===== src/rtl/swt_pkg.sv =====
`default_nettype none
package swt_pkg;

  localparam int unsigned DATA_BITS = 32;
  localparam logic [5:0] DATA_PERIOD = 6'(DATA_BITS + 1);
  localparam logic [5:0] REQ_PERIOD = 6'd8;
  localparam logic [5:0] ACK_PERIOD = 6'd3;
  localparam int unsigned REQ_RNW_BIT = 1;

  localparam logic [2:0] ACK_OK = 3'b001;
  localparam logic [2:0] ACK_WAIT = 3'b010;
  localparam logic [2:0] ACK_FAULT = 3'b100;

  localparam logic [1:0] CFG_TURNAROUND = 2'd0;
  localparam logic [1:0] CFG_IDLE = 2'd1;
  localparam logic [1:0] CFG_FORCE = 2'd2;

  localparam logic OP_START = 1'b0;

  typedef enum logic [3:0] {
    PH_IDLE    = 4'd0,
    PH_REQ     = 4'd1,
    PH_TURN1   = 4'd2,
    PH_ACK     = 4'd3,
    PH_RDATA   = 4'd4,
    PH_TURN2   = 4'd5,
    PH_WDATA   = 4'd6,
    PH_IDLEC   = 4'd7,
    PH_DUMMY_R = 4'd8,
    PH_DUMMY_W = 4'd9,
    PH_BACKOFF = 4'd10
  } phase_t;

  typedef struct packed {
    logic        line_out;
    logic        line_drive;
    logic        last;
    logic [2:0]  ack_bits;
    logic        parity_error;
    logic [DATA_BITS-1:0] read_data;
    logic        timestamp_strobe;
  } swt_result_t;

  function automatic phase_t next_phase(phase_t p, logic [2:0] ack, logic rd, logic frc);
    phase_t n;
    n = PH_IDLE;
    case (p)
      PH_REQ:   n = PH_TURN1;
      PH_TURN1: n = PH_ACK;
      PH_ACK: begin
        if (ack == ACK_OK) begin
          n = rd ? PH_RDATA : PH_TURN2;
        end else if (ack == ACK_WAIT || ack == ACK_FAULT) begin
          n = (frc && rd) ? PH_DUMMY_R : PH_TURN2;
        end else begin
          n = PH_BACKOFF;
        end
      end
      PH_RDATA:   n = PH_TURN2;
      PH_DUMMY_R: n = PH_TURN2;
      PH_TURN2: begin
        if (ack == ACK_OK) begin
          n = rd ? PH_IDLEC : PH_WDATA;
        end else begin
          n = (frc && !rd) ? PH_DUMMY_W : PH_IDLE;
        end
      end
      PH_WDATA: n = PH_IDLEC;
      default:  n = PH_IDLE;
    endcase
    return n;
  endfunction

endpackage
`default_nettype wire


===== src/rtl/swt_core.sv =====
`default_nettype none
module swt_core import swt_pkg::*; (
  input  wire logic                 clk,
  input  wire logic                 rst_n,
  input  wire logic                 cfg_we,
  input  wire logic [1:0]           cfg_index,
  input  wire logic [7:0]           cfg_data,
  input  wire logic                 accept,
  input  wire logic                 opcode,
  input  wire logic [3:0]           request,
  input  wire logic                 want_timestamp,
  input  wire logic [DATA_BITS-1:0] write_data,
  input  wire logic                 line_sample,
  output logic                      res_valid,
  output swt_result_t               res
);

  logic [2:0] turn_cfg_r;
  logic [7:0] idle_cfg_r;
  logic       force_cfg_r;

  phase_t               phase_r, phase_nxt;
  logic [5:0]           bit_cnt_r, bit_cnt_nxt;
  logic [DATA_BITS-1:0] shift_r, shift_nxt;
  logic                 par_r, par_nxt;
  logic [2:0]           ack_r, ack_nxt;
  logic [3:0]           req_r, req_nxt;
  logic                 wish_r, wish_nxt;
  logic [7:0]           idle_cnt_r, idle_cnt_nxt;

  always_ff @(posedge clk) begin
    if (!rst_n) begin
      turn_cfg_r  <= 3'd1;
      idle_cfg_r  <= 8'd0;
      force_cfg_r <= 1'b0;
    end else if (cfg_we) begin
      case (cfg_index)
        CFG_TURNAROUND: turn_cfg_r  <= cfg_data[2:0];
        CFG_IDLE:       idle_cfg_r  <= cfg_data;
        CFG_FORCE:      force_cfg_r <= cfg_data[0];
        default: ;
      endcase
    end
  end

  always_ff @(posedge clk) begin
    if (!rst_n) begin
      phase_r <= PH_IDLE;
    end else begin
      phase_r <= phase_nxt;
    end
    bit_cnt_r  <= bit_cnt_nxt;
    shift_r    <= shift_nxt;
    par_r      <= par_nxt;
    ack_r      <= ack_nxt;
    req_r      <= req_nxt;
    wish_r     <= wish_nxt;
    idle_cnt_r <= idle_cnt_nxt;
  end

  always_comb begin
    logic       lo;
    logic       drv;
    logic       strobe;
    logic       done;
    logic       ok_rd;
    logic [2:0] idx;
    phase_t     ent;
    phase_nxt    = phase_r;
    bit_cnt_nxt  = bit_cnt_r;
    shift_nxt    = shift_r;
    par_nxt      = par_r;
    ack_nxt      = ack_r;
    req_nxt      = req_r;
    wish_nxt     = wish_r;
    idle_cnt_nxt = idle_cnt_r;
    res_valid    = 1'b0;
    res          = '0;
    lo           = 1'b0;
    drv          = 1'b0;
    strobe       = 1'b0;
    done         = 1'b0;
    ok_rd        = 1'b0;
    idx          = 3'(REQ_PERIOD - bit_cnt_r);
    ent          = PH_IDLE;
    if (accept) begin
      if (opcode == OP_START) begin
        if (phase_r == PH_IDLE) begin
          req_nxt     = request;
          wish_nxt    = want_timestamp;
          shift_nxt   = write_data;
          par_nxt     = 1'b0;
          ack_nxt     = 3'd0;
          phase_nxt   = PH_REQ;
          bit_cnt_nxt = REQ_PERIOD;
        end
      end else if (phase_r != PH_IDLE) begin
        res_valid = 1'b1;
        case (phase_r)
          PH_REQ: begin
            drv = 1'b1;
            case (idx)
              3'd0:    lo = 1'b1;
              3'd1:    lo = req_r[0];
              3'd2:    lo = req_r[1];
              3'd3:    lo = req_r[2];
              3'd4:    lo = req_r[3];
              3'd5:    lo = ^req_r;
              3'd6:    lo = 1'b0;
              default: lo = 1'b1;
            endcase
          end
          PH_ACK: begin
            ack_nxt = ack_r | (3'({2'b00, line_sample}) << (2'd3 - bit_cnt_r[1:0]));
          end
          PH_RDATA: begin
            if (bit_cnt_r > 6'd1) begin
              shift_nxt = {line_sample, shift_r[DATA_BITS-1:1]};
            end
            par_nxt = par_r ^ line_sample;
          end
          PH_WDATA: begin
            drv = 1'b1;
            if (bit_cnt_r > 6'd1) begin
              lo        = shift_r[0];
              shift_nxt = {1'b0, shift_r[DATA_BITS-1:1]};
              par_nxt   = par_r ^ shift_r[0];
            end else begin
              lo = par_r;
            end
          end
          PH_IDLEC, PH_DUMMY_W: drv = 1'b1;
          default: ;
        endcase

        if (phase_r == PH_IDLEC) begin
          if (idle_cnt_r != 8'd0) begin
            idle_cnt_nxt = idle_cnt_r - 8'd1;
          end
          done = (idle_cnt_nxt == 8'd0);
        end else begin
          if (bit_cnt_r != 6'd0) begin
            bit_cnt_nxt = bit_cnt_r - 6'd1;
          end
          done = (bit_cnt_nxt == 6'd0);
        end

        if (done) begin
          // zero-length phases are skipped in the same beat
          ent = next_phase(phase_r, ack_nxt, req_r[REQ_RNW_BIT], force_cfg_r);
          if (ent == PH_TURN1 && turn_cfg_r == 3'd0) begin
            ent = PH_ACK;
          end
          if (ent == PH_TURN2 && turn_cfg_r == 3'd0) begin
            ent = next_phase(PH_TURN2, ack_nxt, req_r[REQ_RNW_BIT], force_cfg_r);
          end
          if (ent == PH_IDLEC && idle_cfg_r == 8'd0) begin
            ent = PH_IDLE;
          end
          phase_nxt = ent;
          case (ent)
            PH_REQ:                         bit_cnt_nxt = REQ_PERIOD;
            PH_TURN1, PH_TURN2:             bit_cnt_nxt = {3'b000, turn_cfg_r};
            PH_ACK:                         bit_cnt_nxt = ACK_PERIOD;
            PH_RDATA, PH_WDATA,
            PH_DUMMY_R, PH_DUMMY_W:         bit_cnt_nxt = DATA_PERIOD;
            PH_BACKOFF:                     bit_cnt_nxt = {3'b000, turn_cfg_r} + DATA_PERIOD;
            PH_IDLEC:                       idle_cnt_nxt = idle_cfg_r;
            default:                        bit_cnt_nxt = 6'd0;
          endcase
          strobe = (ack_nxt == ACK_OK) && wish_r && (phase_r != PH_IDLEC) &&
                   (ent == PH_IDLEC || ent == PH_IDLE);
        end

        res.line_out         = lo;
        res.line_drive       = drv;
        res.last             = (phase_nxt == PH_IDLE);
        ok_rd                = res.last && (ack_nxt == ACK_OK) && req_r[REQ_RNW_BIT];
        res.ack_bits         = res.last ? ack_nxt : 3'd0;
        res.parity_error     = ok_rd ? par_nxt : 1'b0;
        res.read_data        = ok_rd ? shift_nxt : '0;
        res.timestamp_strobe = strobe;
      end
    end
  end

  a_last_goes_idle: assert property (@(posedge clk) disable iff (!rst_n)
    res_valid && res.last |=> phase_r == PH_IDLE)
    else $error("transfer end did not return to idle");

  a_released_low: assert property (@(posedge clk) disable iff (!rst_n)
    res_valid && !res.line_drive |-> !res.line_out)
    else $error("released line shows a driven level");

  a_idlec_count: assert property (@(posedge clk) disable iff (!rst_n)
    phase_r == PH_IDLEC |-> idle_cnt_r != 8'd0)
    else $error("idle phase with empty counter");

  a_no_beat_when_idle: assert property (@(posedge clk) disable iff (!rst_n)
    phase_r == PH_IDLE |-> !res_valid)
    else $error("result beat produced while idle");

endmodule
`default_nettype wire


===== src/rtl/swt_out.sv =====
`default_nettype none
module swt_out import swt_pkg::*; (
  input  wire logic         clk,
  input  wire logic         rst_n,
  input  wire logic         load,
  input  wire swt_result_t  res,
  input  wire logic         out_ready,
  output logic              can_load,
  output logic              out_valid,
  output swt_result_t       out_res
);

  logic        valid_r, valid_nxt;
  swt_result_t data_r, data_nxt;

  assign can_load = !valid_r || out_ready;

  always_comb begin
    valid_nxt = valid_r;
    data_nxt  = data_r;
    if (load) begin
      valid_nxt = 1'b1;
      data_nxt  = res;
    end else if (out_ready) begin
      valid_nxt = 1'b0;
    end
  end

  always_ff @(posedge clk) begin
    if (!rst_n) begin
      valid_r <= 1'b0;
    end else begin
      valid_r <= valid_nxt;
    end
    data_r <= data_nxt;
  end

  assign out_valid = valid_r;
  assign out_res   = data_r;

endmodule
`default_nettype wire


===== src/rtl/swd_wire_transfer_master.sv =====
// A tick beat's result is registered and appears on out_* in the cycle after it is accepted.
// Throughput: one beat per cycle; in_ready drops only while a result is held
// and out_ready is low (single output register).
// Start beats and ticks while idle give no result.
// Reset (rst_n low, synchronous): idle, output empty, turnaround 1, idle clocks 0,
// dummy data phase off.
`default_nettype none
module swd_wire_transfer_master import swt_pkg::*; (
  input  wire logic                 clk,
  input  wire logic                 rst_n,
  input  wire logic                 cfg_we,
  input  wire logic [1:0]           cfg_index,
  input  wire logic [7:0]           cfg_data,
  input  wire logic                 in_valid,
  output logic                      in_ready,
  input  wire logic                 in_opcode,
  input  wire logic [3:0]           in_request,
  input  wire logic                 in_want_timestamp,
  input  wire logic [DATA_BITS-1:0] in_write_data,
  input  wire logic                 in_line_sample,
  output logic                      out_valid,
  input  wire logic                 out_ready,
  output logic                      out_line_out,
  output logic                      out_line_drive,
  output logic                      out_last,
  output logic [2:0]                out_ack_bits,
  output logic                      out_parity_error,
  output logic [DATA_BITS-1:0]      out_read_data,
  output logic                      out_timestamp_strobe
);

  logic        accept;
  logic        res_valid;
  logic        can_load;
  swt_result_t res;
  swt_result_t out_res;

  assign in_ready = can_load;
  assign accept   = in_valid && in_ready;

  swt_core u_core (
    .clk            (clk),
    .rst_n          (rst_n),
    .cfg_we         (cfg_we),
    .cfg_index      (cfg_index),
    .cfg_data       (cfg_data),
    .accept         (accept),
    .opcode         (in_opcode),
    .request        (in_request),
    .want_timestamp (in_want_timestamp),
    .write_data     (in_write_data),
    .line_sample    (in_line_sample),
    .res_valid      (res_valid),
    .res            (res)
  );

  swt_out u_out (
    .clk       (clk),
    .rst_n     (rst_n),
    .load      (res_valid),
    .res       (res),
    .out_ready (out_ready),
    .can_load  (can_load),
    .out_valid (out_valid),
    .out_res   (out_res)
  );

  assign out_line_out         = out_res.line_out;
  assign out_line_drive       = out_res.line_drive;
  assign out_last             = out_res.last;
  assign out_ack_bits         = out_res.ack_bits;
  assign out_parity_error     = out_res.parity_error;
  assign out_read_data        = out_res.read_data;
  assign out_timestamp_strobe = out_res.timestamp_strobe;

endmodule
`default_nettype wire

===== config.mk =====
export PLATFORM = sky130hd
export DESIGN_NAME = swd_wire_transfer_master
export DESIGN_NICKNAME = d
export VERILOG_FILES = /design/src/rtl/swt_pkg.sv /design/src/rtl/swt_core.sv /design/src/rtl/swt_out.sv /design/src/rtl/swd_wire_transfer_master.sv
export SDC_FILE = /design/constraint.sdc
export NUM_CORES = 1
export LEC_CHECK = 0
export BUFFER_PORTS_ARGS = -buffer_cell sky130_fd_sc_hd__buf_2
export CORE_UTILIZATION = 45
export DETAILED_ROUTE_END_ITERATION = 10
export PLACE_DENSITY = 0.65
export SYNTH_ARGS = -nofsm -noshare
export SYNTH_HDL_FRONTEND = slang
export SYNTH_SLANG_ARGS = --single-unit

===== constraint.sdc =====
create_clock -name clk -period 13.4 [get_ports clk]
set_clock_uncertainty 0.2 [all_clocks]
set_input_delay 4.02 -clock clk [delete_from_list [all_inputs] [get_ports clk]]
set_output_delay 4.02 -clock clk [all_outputs]
set_load 0.02 [all_outputs]

Yosys cells after proc, flatten, opt, wreduce, memory -nomap -nowiden
Cells that the tools add are included.
- add/sub/neg operators: 5
- order comparisons: 1
- equal/unequal tests: 35
- shift operators: 1
- muxes and demuxes: 84
- bitwise gates (word level): 4
- reduce and logical (&&, ||, !) cells: 43
- operators with widths (cell ; number):
    $mux 32 ; 5
    $mux 4 ; 31
    $mux 8 ; 8
    $pmux 32 s2 ; 1
    $mux 6 ; 10
    $eq 4x3->1 const B ; 10
    $pmux 6 s6 ; 1
    $pmux 4 s6 ; 1
    $mux 3 ; 7
    $eq 4x2->1 const B ; 5
    $eq 4x4->1 const B ; 5
    $mux 1 ; 17
    $logic_not 8->1 ; 2
    $eq 3x3->1 const B ; 4
    $logic_not 4->1 ; 3
    $reduce_and 4->1 ; 3
    $logic_and 1x1->1 ; 11
    $eq 3x2->1 const B ; 3
    $reduce_and 3->1 ; 3
    $eq 4x1->1 const B ; 2
    $reduce_bool 8->1 ; 1
    $reduce_or 4->1 ; 2
    $sub 8x1->8 const B ; 1
    $add 3x6->6 const B ; 1
    26 further kinds ; 36
- register bits: 112
- bits of input ports: 54
- output and inout bits: 42
- word-level logic and storage cells: 192

Depth between registers and ports, before layout
- depth in word-level cells: 45
- mapped depth: 13
- gate-level depth less buffers: 11

Cells and area by module
From an unflattened synthesis, not the netlist that was laid out.
- cell total of the unflattened synthesis: 593
- area total of the unflattened synthesis: 6298.5 µm²
- by module, submodules not included (module ; instances ; cells an instance ; area an instance (µm²) ; seq. area each (µm²)):
    swt_core ; 1 ; 548 ; 5042.3 ; 1971.9
    swt_out ; 1 ; 44 ; 1249.9 ; 1221.2
    swd_wire_transfer_master ; 1 ; 1 ; 6.3 ; 0.0

Worst setup path after synthesis
No wires, ideal clock.
- kind: input -> output
- start: input out_ready
- end: output in_ready
- data arrival time: 4263 ps
- data required time: 9180 ps
- path slack: 4917 ps
- stages on the path: 1
- path buffers: 0
- cell sequence: nand2b_1
- word-level cells in the longest chain between the ends: 1
- ends and longest elaborated chain (item ; line ; RTL):
    from (decl) ; swd_wire_transfer_master.sv:22 ; input wire logic out_ready,
    $logic_or 1x1->1 ; swt_out.sv:16 ; assign can_load = !valid_r || out_ready;
    to (decl) ; swd_wire_transfer_master.sv:15 ; output logic in_ready,
Every way passes these cells.

Worst setup path after layout
Same ends and word-level chain as after synthesis.

==> results.md <==
- The flow ran to the end, and the final reports show no timing, DRC or antenna violations.
- The cell with the largest stage delay on the worst path is buf_2.
- The number of global-route vias before repair is 4769.
- The layout filler cell count is 1257.
- Summed over all failing endpoints, the final setup total negative slack is 0 ps.
- The number of antenna violations at the first check in global routing was 1.
- After legalization and detailed placement, the total HPWL measured 10.5 mm.
- The die outline height is 122 um.
- Counting every net in the synthesized netlist gives 658.
- The class of the most critical setup path is in2out.
- The transition at the pin with the smallest max-transition slack is 1110 ps.
- The horizontal die dimension is 122 um.
- The smallest setup slack after layout is 4720 ps.
- The setup slack after placement is 4730 ps.
- Summed over all layers, the global routing overflow is 0.
- The count of instances resized after the clock tree is built is 0.
- Clock tree synthesis found a total of 112 sinks.
- The final-report hold violation count is 0.
- The die covers 0.0149 mm2.
- The post-detailed-placement cell area is 0.00704 mm2.
- The worst-case hold slack is 341 ps.
- The longest clock path from root to sink contains 2 buffers.
- In this run the count of I/O pins placed on the die edge is 96.
- Routability-driven placement finished with a final weighted congestion of 0.902.
- For the worst-skew pair, the clock arrives at the later sink with an insertion delay of 370 ps.
- The remaining design rule violation count is 0.
- Entering global routing, the biggest net connects 76 pins.
- In the routed layout, each cell is associated on average with a via count of 5.84.
- The primary flip-flop cell chosen by synthesis mapping is edfxtp_1.
- The peak supply drop is 0.0578 mV.
- The routed length on met1 is 6.40 mm.
- The endpoint required time on the critical path is 9180 ps.
- The clock period minus worst slack is 8680 ps.
- The first TritonRoute pass finished after 4 iterations.
- In this run, distinct cell masters in the synthesized netlist total 76.
- The wire length of the first global-routing pass is 24.0 mm.
- The routed design has 15.2 mm of wire.
- In this run the worst path has a maximum fanout of 4.
- The maximum level of the CTS H-tree is 3.
- Global routing used 20.9% of the available tracks across all layers.
- Yosys mapped a number of flops with a built-in enable equal to 95.
- The number of max-cap violations is 0.
- The clock buffer count from CTS is 9.
- The final critical path takes up 64.8% of the cycle.
- Traced cell by cell, the critical path runs through buf_2, nand2b_1, buf_2.
- In this run the post-CTS setup repair buffer count came out at 0.
- Power spread over the standard cell area amounts to 103 mW/mm2.
- Sequential elements use 49.2% of the synthesized area.
- The nature of the critical path endpoint is a primary output.
- The worst max-slew margin expressed relative to the limit is 25.8%.
- The total area inside the core boundary comes to 0.0140 mm2.
- For this configuration, the core starts out at a cell density of 46.4%.
- Across all register-to-register paths, the minimum setup slack is 8740 ps.
- The count of port buffers added during placement is 95.
- After synthesis the netlist holds a flip-flop and latch count of 112.
- Setup repair after global routing left no endpoint under its margin.
- In the synthesized netlist the async set-or-reset flop fraction comes to 0%.
- The endpoint arrival time on the critical path is 4460 ps.
- The detailed-route via count is 4972.
- Leaving out fill and tap cells, the most frequent cells in the layout are buf_2, edfxtp_1, nor2_1.
- The number of buffer and inverter instances along the worst setup path is 2.
- The largest single stage delay on the critical path is 180 ps.
- In this run the worst hold path is classified as reg2reg.
- The leakage power summed over all cells is 2.89 nW.
- TritonCTS built the clock tree.
- The per-instance average area after synthesis is 10.9 um2.
- Static timing analysis puts the maximum clock frequency at 115 MHz.
- The number of nets in the final layout is 730.
- The synthesized instance count is 594.
- The number of warnings printed during yosys synthesis is 0.
- The post-layout instance area is 0.00734 mm2.
- The uppermost layer routed is met4.
- The violation count after the first detailed-route iteration is 325.
- Row generation in the floorplan step produced 43 rows.
- The clock tree root driver cell is clkbuf_16.
- The count of final setup violators is 0.
- The final number of max-transition violations came to 0.
- After synthesis the cells add up to 0.00649 mm2.
- In this run the remaining antenna-violating nets after routing total 0.
- The most frequent cell on the critical path is buf_2.
- In the detailed route, the total length drawn on met2 is 7.76 mm.
- The worst setup path is launched from an input port.
- The total met3 wirelength after detailed routing is 819 um.
- The family with the most delay on the worst path is buffers and inverters.
- The share of final-layout standard cells stronger than drive strength 1 is 26.5%.
- The area growth from synthesis to final layout is 13.1%.
- The number of hold buffers added after CTS was 0.
- Clock-pin slew was measured on the worst setup and hold paths at 80 ps.
- Dividing the detail-routed wire length by the instance count gives 17.8 um.
## flip-flops by register name, indices dropped and copies added (netlist names)
signal              cells
u_core.phase_r          4
u_core.idle_cnt_r       8
u_core.shift_r         32
u_out.out_res          40
u_core.ack_r            3
u_out.out_valid         1
u_core.turn_cfg_r       3
u_core.wish_r           1
u_core.force_cfg_r      1
u_core.idle_cfg_r       8
u_core.bit_cnt_r        6
u_core.req_r            4
u_core.par_r            1
## cells in the mapped netlist, drive strengths merged, types with 5 or more instances
| master | n | share of area [%] |
|---|---|---|
| inv | 14 | 0.81 |
| buf | 17 | 1.9 |
| nor2 | 70 | 4.1 |
| nand2 | 23 | 1.3 |
| a22oi | 5 | 0.58 |
| mux2 | 10 | 1.7 |
| o21ai | 22 | 1.7 |
| nand3 | 12 | 0.93 |
| mux2i | 48 | 7.6 |
| nor3 | 19 | 1.9 |
| nor4 | 39 | 6.3 |
| edfxtp | 95 | 44 |
| a31oi | 5 | 0.48 |
| nor2b | 13 | 1.3 |
| clkbuf | 21 | 1.2 |
| nand2b | 11 | 1.1 |
| nand4 | 6 | 0.81 |
| o31ai | 5 | 0.58 |
| a21oi | 58 | 4.6 |
| xnor2 | 6 | 0.81 |
| a21o | 5 | 0.58 |
| dfxtp | 17 | 5.2 |
| ha | 10 | 1.9 |
## power breakdown
part           switching (mW)  total [mW]  internal [mW]
registers              0.0115       0.403          0.392
logic                  0.0516      0.0805         0.0289
clock network           0.142       0.276          0.134
total                   0.205       0.760          0.554
## worst register-to-register path, cell delays in order, from the launching register on
cell	delay, ps
dfxtp_1	720
nand4bb_2	290
o21ai_1	280
a211o_2	780
o31a_1	310
a22oi_1	140
o32a_2	510
mux2i_4	240
a32oi_4	230
buf_4	530
nor4_1	140
## per-stage QoR
step / total power [mW] / cells / util, %
6_report: 0.760 / 852 / 52.5
2_1_floorplan: 0.473 / 594 / -
4_1_cts: 0.765 / 851 / 52.5
5_1_grt: 0.786 / 852 / 52.5
3_3_place_gp: 0.489 / 835 / 50.3
3_5_place_dp: 0.492 / 835 / 50.3
## area by class of cell
type | count | area (um2) | share of cell area [%]
Antenna cell | 1 | 2.50 | 0.0341
Inverter | 14 | 52.6 | 0.716
Clock inverter | 7 | 77.6 | 1.06
Clock buffer | 9 | 225 | 3.07
Tap cell | 180 | 225 | 3.07
Multi-Input combinational cell | 430 | 3060 | 41.7
Timing Repair Buffer | 99 | 505 | 6.88
Sequential cell | 112 | 3190 | 43.5
## cell families after synthesis
logic type | after synthesis | synth area share, %
XOR/XNOR | 9 | 1.21
flip-flops | 112 | 49.2
AND/OR/NAND/NOR | 220 | 21.0
adder cells (fa/ha/maj) | 11 | 2.08
multiplexers | 58 | 9.33
buffers and inverters | 52 | 3.91
AO/OA/AOI/OAI | 132 | 13.2
## metal layers
layer | track usage [%] | vias to the layer above
li1 | - | 2419
met1 | 25.2 | 2388
met2 | 37.3 | 152
met3 | 3.70 | 13
met4 | 7.55 | 0
met5 | 0 | -
## worst paths after layout
kind	start	to	cells past startpoint
max	out_ready	in_ready	3
min	u_core.idle_cfg_r[4]	u_core.idle_cfg_r[4]	2
max reg2reg	u_core.phase_r[1]	u_out.out_res[31]	10
min reg2reg	u_core.idle_cfg_r[4]	u_core.idle_cfg_r[4]	2
(Power assumes the default switching activity.)
